$ cat config.mk
export PLATFORM = sky130hd
export DESIGN_NAME = rgb_ycbcr_color_convert_top
export DESIGN_NICKNAME = d
export VERILOG_FILES = /design/src/rycc_pkg.sv /design/src/rgb_ycbcr_color_convert_top.sv /design/src/rycc_core.sv
export SDC_FILE = /design/constraint.sdc
export NUM_CORES = 2
export LEC_CHECK = 0
export ABC_AREA = 1
export BUFFER_PORTS_ARGS = -buffer_cell sky130_fd_sc_hd__buf_2
export CAP_MARGIN = 10
export CORE_MARGIN = 2
export CORE_UTILIZATION = 35
export CTS_CLUSTER_DIAMETER = 50
export DETAILED_ROUTE_END_ITERATION = 10
export SYNTH_ARGS = -nofsm -noshare
export SYNTH_HDL_FRONTEND = slang
export SYNTH_SLANG_ARGS = --single-unit
export TNS_END_PERCENT = 10
$ cat constraint.sdc
create_clock -name clk -period 14.6 [get_ports clk]
set_input_delay 2.92 -clock clk [delete_from_list [all_inputs] [get_ports clk]]
set_output_delay 2.92 -clock clk [all_outputs]
set_load 0.02 [all_outputs]
$ cat src/rycc_pkg.sv
`default_nettype none

package rycc_pkg;

	localparam int FracBits = 16;
	localparam int ChromaOfs = 128;

	// Pixel payloads on the two channels
	typedef struct packed {
		logic [7:0] chan_first;
		logic [7:0] chan_second;
		logic [7:0] chan_third;
	} pix_in_t;

	typedef struct packed {
		logic [7:0] out_first;
		logic [7:0] out_second;
		logic [7:0] out_third;
	} pix_out_t;

	// Q16 coefficient, wide enough for 115474
	typedef logic signed [17:0] coef_t;
	// Signed operand: channel value or chroma minus the offset
	typedef logic signed [9:0] opnd_t;
	// Accumulator: every sum stays within +/-2^25
	typedef logic signed [27:0] acc_t;

	localparam logic DIR_TO_YCC = 1'b0;
	localparam logic DIR_TO_RGB = 1'b1;

	// COEF[direction][output row][input column]
	localparam coef_t COEF [2][3][3] = '{
		'{
			'{18'sd19595, 18'sd38470, 18'sd7471},
			'{-18'sd11076, -18'sd21692, 18'sd32768},
			'{18'sd32768, -18'sd27460, -18'sd5308}
		},
		'{
			'{18'sd65536, 18'sd0, 18'sd91750},
			'{18'sd65536, -18'sd22479, -18'sd46596},
			'{18'sd65536, 18'sd115474, 18'sd0}
		}
	};

	localparam acc_t OFS_Q16 = acc_t'(ChromaOfs) <<< FracBits;

	// Offset added to each row's sum, per direction
	localparam acc_t ROW_OFS [2][3] = '{
		'{acc_t'(0), OFS_Q16, OFS_Q16},
		'{acc_t'(0), acc_t'(0), acc_t'(0)}
	};

endpackage

`default_nettype wire

$ cat src/rgb_ycbcr_color_convert_top.sv
// BT.601 full-range colour space converter, one pixel per clock when not stalled.
// Source channel: src_valid / src_stall / src_pix carry one pixel of three
// 8-bit channels; a transfer happens on a rising edge with valid high and
// stall low. Destination channel: dst_valid / dst_stall / dst_pix return
// the converted pixel, saturated to 0..255, in the same order.
// cfg_we / cfg_wdata write the direction bit: 0 converts RGB to YCbCr,
// 1 converts YCbCr to RGB. Write it only while no pixel is in flight.
// Two register stages lie between the ports: the input register and the
// result register. Throughput: one pixel per cycle while the destination
// does not stall; set by the single pass of constant multiply-adds between
// the two registers.
// Stall: while the result register is held by dst_stall, the input
// register may still take one more pixel; only when both are full and
// the destination stalls does src_stall rise.
// Reset (arst_n low, asynchronous): both stages empty, direction 0.
`default_nettype none

module rgb_ycbcr_color_convert_top
	import rycc_pkg::*;
(
	input  wire logic     clk,
	input  wire logic     arst_n,
	input  wire logic     cfg_we,
	input  wire logic     cfg_wdata,
	input  wire logic     src_valid,
	output logic          src_stall,
	input  wire pix_in_t  src_pix,
	output logic          dst_valid,
	input  wire logic     dst_stall,
	output pix_out_t      dst_pix
);

	logic     dir_q;
	logic     valid_s1;
	pix_in_t  pix_s1;
	logic     valid_s2;
	pix_out_t res_s2;
	pix_out_t res_comb;
	logic     adv;
	logic     src_xfer;

	// Hold the direction bit; only bit 0 of the register exists
	always_ff @(posedge clk or negedge arst_n) begin
		if (!arst_n) begin
			dir_q <= DIR_TO_YCC;
		end else if (cfg_we) begin
			dir_q <= cfg_wdata;
		end
	end

	// Advance stage 1 into the result register when that register is free
	// or its pixel is leaving this cycle
	assign adv       = valid_s1 && (!valid_s2 || !dst_stall);
	assign src_stall = valid_s1 && !adv;
	assign src_xfer  = src_valid && !src_stall;

	always_ff @(posedge clk or negedge arst_n) begin
		if (!arst_n) begin
			valid_s1 <= 1'b0;
		end else if (src_xfer) begin
			valid_s1 <= 1'b1;
		end else if (adv) begin
			valid_s1 <= 1'b0;
		end
	end

	always_ff @(posedge clk) begin
		if (src_xfer) begin
			pix_s1 <= src_pix;
		end
	end

	rycc_core u_core (
		.dir (dir_q),
		.pix (pix_s1),
		.res (res_comb)
	);

	// Drop the result once the destination takes it, unless a new one follows
	always_ff @(posedge clk or negedge arst_n) begin
		if (!arst_n) begin
			valid_s2 <= 1'b0;
		end else if (adv) begin
			valid_s2 <= 1'b1;
		end else if (!dst_stall) begin
			valid_s2 <= 1'b0;
		end
	end

	always_ff @(posedge clk) begin
		if (adv) begin
			res_s2 <= res_comb;
		end
	end

	assign dst_valid = valid_s2;
	assign dst_pix   = res_s2;

	// Stalling the source needs both stages full and the destination stalled
	a_stall_only_when_full: assert property (@(posedge clk) disable iff (!arst_n)
		src_stall |-> (valid_s1 && valid_s2 && dst_stall))
		else $error("source stalled with room in the pipeline");

	// An empty input register always takes a pixel
	a_accept_when_empty: assert property (@(posedge clk) disable iff (!arst_n)
		!valid_s1 |-> !src_stall)
		else $error("source stalled with empty input register");

	// A transfer on the source fills stage 1
	a_xfer_fills_s1: assert property (@(posedge clk) disable iff (!arst_n)
		src_xfer |=> valid_s1)
		else $error("accepted pixel lost from stage 1");

	// An advance always leaves a result waiting at the destination
	a_adv_fills_s2: assert property (@(posedge clk) disable iff (!arst_n)
		adv |=> dst_valid)
		else $error("advanced pixel lost from result register");

	// A result held by the destination keeps its value
	a_held_result_stable: assert property (@(posedge clk) disable iff (!arst_n)
		(valid_s2 && dst_stall) |=> (valid_s2 && $stable(res_s2)))
		else $error("stalled result changed");

endmodule

`default_nettype wire

$ cat src/rycc_core.sv
`default_nettype none

module rycc_core
	import rycc_pkg::*;
(
	input  wire logic     dir,
	input  wire pix_in_t  pix,
	output pix_out_t      res
);

	opnd_t x [3];
	acc_t  prod [3][3];
	acc_t  acc [3];
	logic [7:0] sat [3];

	// Chroma inputs are centred on zero for the inverse direction
	always_comb begin
		x[0] = opnd_t'({2'b00, pix.chan_first});
		if (dir == DIR_TO_RGB) begin
			x[1] = opnd_t'({2'b00, pix.chan_second}) - opnd_t'(ChromaOfs);
			x[2] = opnd_t'({2'b00, pix.chan_third}) - opnd_t'(ChromaOfs);
		end else begin
			x[1] = opnd_t'({2'b00, pix.chan_second});
			x[2] = opnd_t'({2'b00, pix.chan_third});
		end
	end

	for (genvar r = 0; r < 3; r++) begin : g_row
		for (genvar c = 0; c < 3; c++) begin : g_col
			assign prod[r][c] = acc_t'(COEF[dir][r][c]) * acc_t'(x[c]);
		end
		assign acc[r] = prod[r][0] + prod[r][1] + prod[r][2] + ROW_OFS[dir][r];

		// Floor by 16 bits, clamp to 0..255
		always_comb begin
			if (acc[r][27]) begin
				sat[r] = 8'd0;
			end else if (|acc[r][26:24]) begin
				sat[r] = 8'hFF;
			end else begin
				sat[r] = acc[r][23:16];
			end
		end
	end

	assign res.out_first  = sat[0];
	assign res.out_second = sat[1];
	assign res.out_third  = sat[2];

endmodule

`default_nettype wire

==> results by group <==
Timing
  – Skew final: 0.0202 ns
  – Fmax: 92.1 MHz
  – Min Tclk post-route: 10.86 ns
  – Slew at the pin with the worst max-slew slack: 1.21 ns
  – Hold Fails Final Rpt: 0
  – Final setup vio count: 0
  – Max Slew Vio Count: 0
  – RSZ-0062 raised after global routing: false
  – Final worst path period share: 74.4%
  – Max-slew headroom: 19.1%
  – Post-Route Setup TNS: 0 ns

Global routing
  – GRT Residual Overflow: 0
  – Initial antenna violation count: 1
  – Largest net degree at the start of global routing: 59
  – Total track usage: 20.0%
  – Vias in the first global route: 25.4k
  – First-pass GRT wire length: 143 mm

Min path
  – Hold Path Class: reg -> reg
  – Endpoint, Worst Hold: dst_valid$_DFFE_PN0P_
  – Worst Hold Launch: valid_s1$_DFFE_PN0P_
  – WHS Path Cells: 2

Clock tree
  – Post-CTS Setup Inserts: 0
  – Clock root buffer: clkbuf_16
  – H-tree depth: 2
  – Worst skew pair latency: 0.38 ns
  – TritonCTS clock tree: done
  – Post-cts sizing count: 0
  – Num CTS Buffers: 5
  – Post-CTS Hold Buffers: 0
  – CTS Buffer Depth: 2
  – Worst-path clk slew: 0.08 ns
  – TritonCTS Sinks: 51

Placement
  – DP Wirelength: 81.3 mm
  – IO buf count: 55
  – Gp weighted congestion: 0.953

Critical path
  – Worst EP arrival: 11.00 ns
  – CP required: 14.74 ns
  – RR Startpoint: dir_q$_DFFE_PN0P_
  – WP buf/inv: 17
  – Worst reg-to-reg setup slack: 3.74 ns
  – Cell family with most CP delay: adder cells
  – Reg2reg end: dst_pix[11]$_SDFFCE_PP0P_
  – CP max stage delay: 0.60 ns
  – CP Depth: 54
  – Kind of critical path: reg -> reg
  – CP Max Fanout: 58
  – Slowest CP cell: buf_4
  – Crit path top cell by count: inv_1
  – R2R depth: 54
  – Crit path launch type: flip-flop
  – Critical Path End Type: flip-flop

Synth
  – Synth Register Bits: 51
  – Post-synthesis sequential area ratio: 4.66%
  – Dominant synthesized flop cell: edfxtp_1
  – Mean Syn Cell Area: 8.59 sq um
  – EDFF count, synth: 48
  – Post-synthesis instance total: 3,788
  – Ys async rst share: 5.88%
  – Synthesis Warnings: 0
  – Syn Std Cell Area: 32,600 sq um
  – Distinct cells, synth: 46

Layout
  – Layout cell share with drive strength beyond 1: 4.14%
  – Area added between synthesis and finish: 6.88%
  – Fin nets: 5,152
  – Final Util: 37.8%
  – Fill cells: 9,527
  – Ant. Diodes: 0

Floorplanning
  – Die area: 95,500 sq um
  – CORE AREA: 91,900 sq um
  – Die X: 309 um
  – Io pins: 56
  – Floorplan row count: 111
  – Initial Utilization: 35.4%
  – Die height: 309 um

Detailed routing
  – DR iter-0 viols: 1,508
  – Routed vias: 23.9k
  – ANT nets after route: 0
  – Avg WL per Cell: 17.8 um
  – Drt pass-1 iters: 6
  – DRC: 0
  – Vias per cell: 4.66
  – Final WL: 91.2 mm

Status
  – Outcome: finished, final reports clean

Flow run
  – Max Cap Viol: 0
[cell usage after synthesis, types with 2 or more instances]
| cell | count | area share, % |
|---|---|---|
| nand4_1 | 25 | 0.48 |
| o21a_1 | 6 | 0.14 |
| nor2_4 | 2 | 0.069 |
| xor2_1 | 49 | 1.3 |
| o21ai_0 | 48 | 0.74 |
| dfrtp_1 | 3 | 0.23 |
| fa_1 | 651 | 40 |
| clkbuf_1 | 14 | 0.16 |
| nor2_2 | 5 | 0.096 |
| a211oi_1 | 3 | 0.069 |
| nand2_2 | 18 | 0.35 |
| buf_1 | 3 | 0.035 |
| xnor2_1 | 36 | 0.97 |
| or2_2 | 13 | 0.25 |
| o31ai_1 | 2 | 0.046 |
| nand2_1 | 532 | 6.1 |
| buf_2 | 2 | 0.031 |
| nand2_4 | 11 | 0.38 |
| a21o_1 | 14 | 0.32 |
| inv_2 | 6 | 0.069 |
| nand3_1 | 93 | 1.4 |
| conb_1 | 2 | 0.023 |
| inv_1 | 1257 | 14 |
| o21bai_1 | 17 | 0.39 |
| o21ai_2 | 2 | 0.054 |
| nor2_1 | 186 | 2.1 |
| a21oi_1 | 109 | 1.7 |
| o21ai_1 | 6 | 0.092 |
| a31oi_1 | 8 | 0.15 |
| clkinv_1 | 2 | 0.023 |
| nand3b_1 | 9 | 0.21 |
| nor3_1 | 9 | 0.14 |
| ha_1 | 581 | 22 |
| nand3_2 | 5 | 0.15 |
| edfxtp_1 | 48 | 4.4 |
[registers in the layout (all words and copies together), names as in the netlist]
signal and flops:
pix_s1 24, dir_q 1, dst_valid 1, valid_s1 1, dst_pix 24
[cells in the final DEF (no fill, tap or decap), types with 2 or more instances in the layout]
cell,n
nand3_2,5
nand2_2,18
clkbuf_16,5
fa_1,651
o21ai_1,6
o21ai_0,48
o21ai_2,2
clkinv_1,2
ha_1,581
nor2_1,184
o21a_1,6
nor2_4,2
or2_2,13
dfrtp_1,2
nand2_4,11
a31oi_1,8
nor3_1,9
nand3_1,93
nand3b_1,9
nor2_2,7
buf_4,28
inv_2,6
nand4_1,25
edfxtp_1,48
a211oi_1,3
xnor2_1,36
conb_1,34
xor2_1,49
nand2_1,532
o31ai_1,2
a21oi_1,108
o21bai_1,17
a21o_1,14
inv_1,1257
buf_2,55
[logic make-up after synthesis]
group	share of synthesized area (%)
other cells	0.0231
buf+inv	14.9
flops	4.66
compound gates	3.79
fa+ha+maj	62.4
xor+xnor	2.29
simple gates	12.0
[how the worst max path moves through the flow]
stage                                           end         startpoint
after global routing      dst_pix[11]$_SDFFCE_PP0P_  dir_q$_DFFE_PN0P_
after global placement     dst_pix[9]$_SDFFCE_PP0P_  dir_q$_DFFE_PN0P_
final                     dst_pix[11]$_SDFFCE_PP0P_  dir_q$_DFFE_PN0P_
after floorplan           dst_pix[10]$_SDFFCE_PP0P_  dir_q$_DFFE_PN0P_
after detailed placement  dst_pix[11]$_SDFFCE_PP0P_  dir_q$_DFFE_PN0P_
after CTS                 dst_pix[11]$_SDFFCE_PP0P_  dir_q$_DFFE_PN0P_
[worst register-to-register path: cells and delay by family, from the launching register on]
family | cells | cell delay, ns
compound gates | 4 | 0.86
xor+xnor | 1 | 0.18
fa+ha+maj | 13 | 5.50
buf+inv | 17 | 1.59
flops | 1 | 0.36
simple gates | 19 | 2.15
[cell type report]
type                    count  area [sq um]  area share, %
clock inverters             2          16.3         0.0467
clock buffers               6           129          0.370
inverters                1266          4760           13.7
repair buffers             83           485           1.40
well taps                1243          1560           4.47
flip-flops and latches     51          1520           4.36
multi-input cells        2483         26300           75.7
[layer usage]
layer	GRT usage (%)	vias up	share of wire, %
met5	0	-	0
met4	6.11	0	3.3
met3	3.59	160	6.5
met2	33.2	677	46
met1	26.5	11800	44
li1	-	11300	-
[metrics by stage]
stage | setup slack (ns) | instances | hold slack (ns) | cell area (sq um)
after floorplan | 4.42 | 3820 | 0.433 | 32700
after global placement | 3.94 | 5126 | 0.485 | 34700
after detailed placement | 3.76 | 5126 | 0.489 | 34700
after CTS | 3.75 | 5134 | 0.509 | 34800
after global routing | 2.94 | 5134 | 0.575 | 34800
final | 3.74 | 5134 | 0.500 | 34800
Power is left out: the tool's default activity adds up to more than one toggle a clock period on the data nets, which glitch-free logic cannot reach.
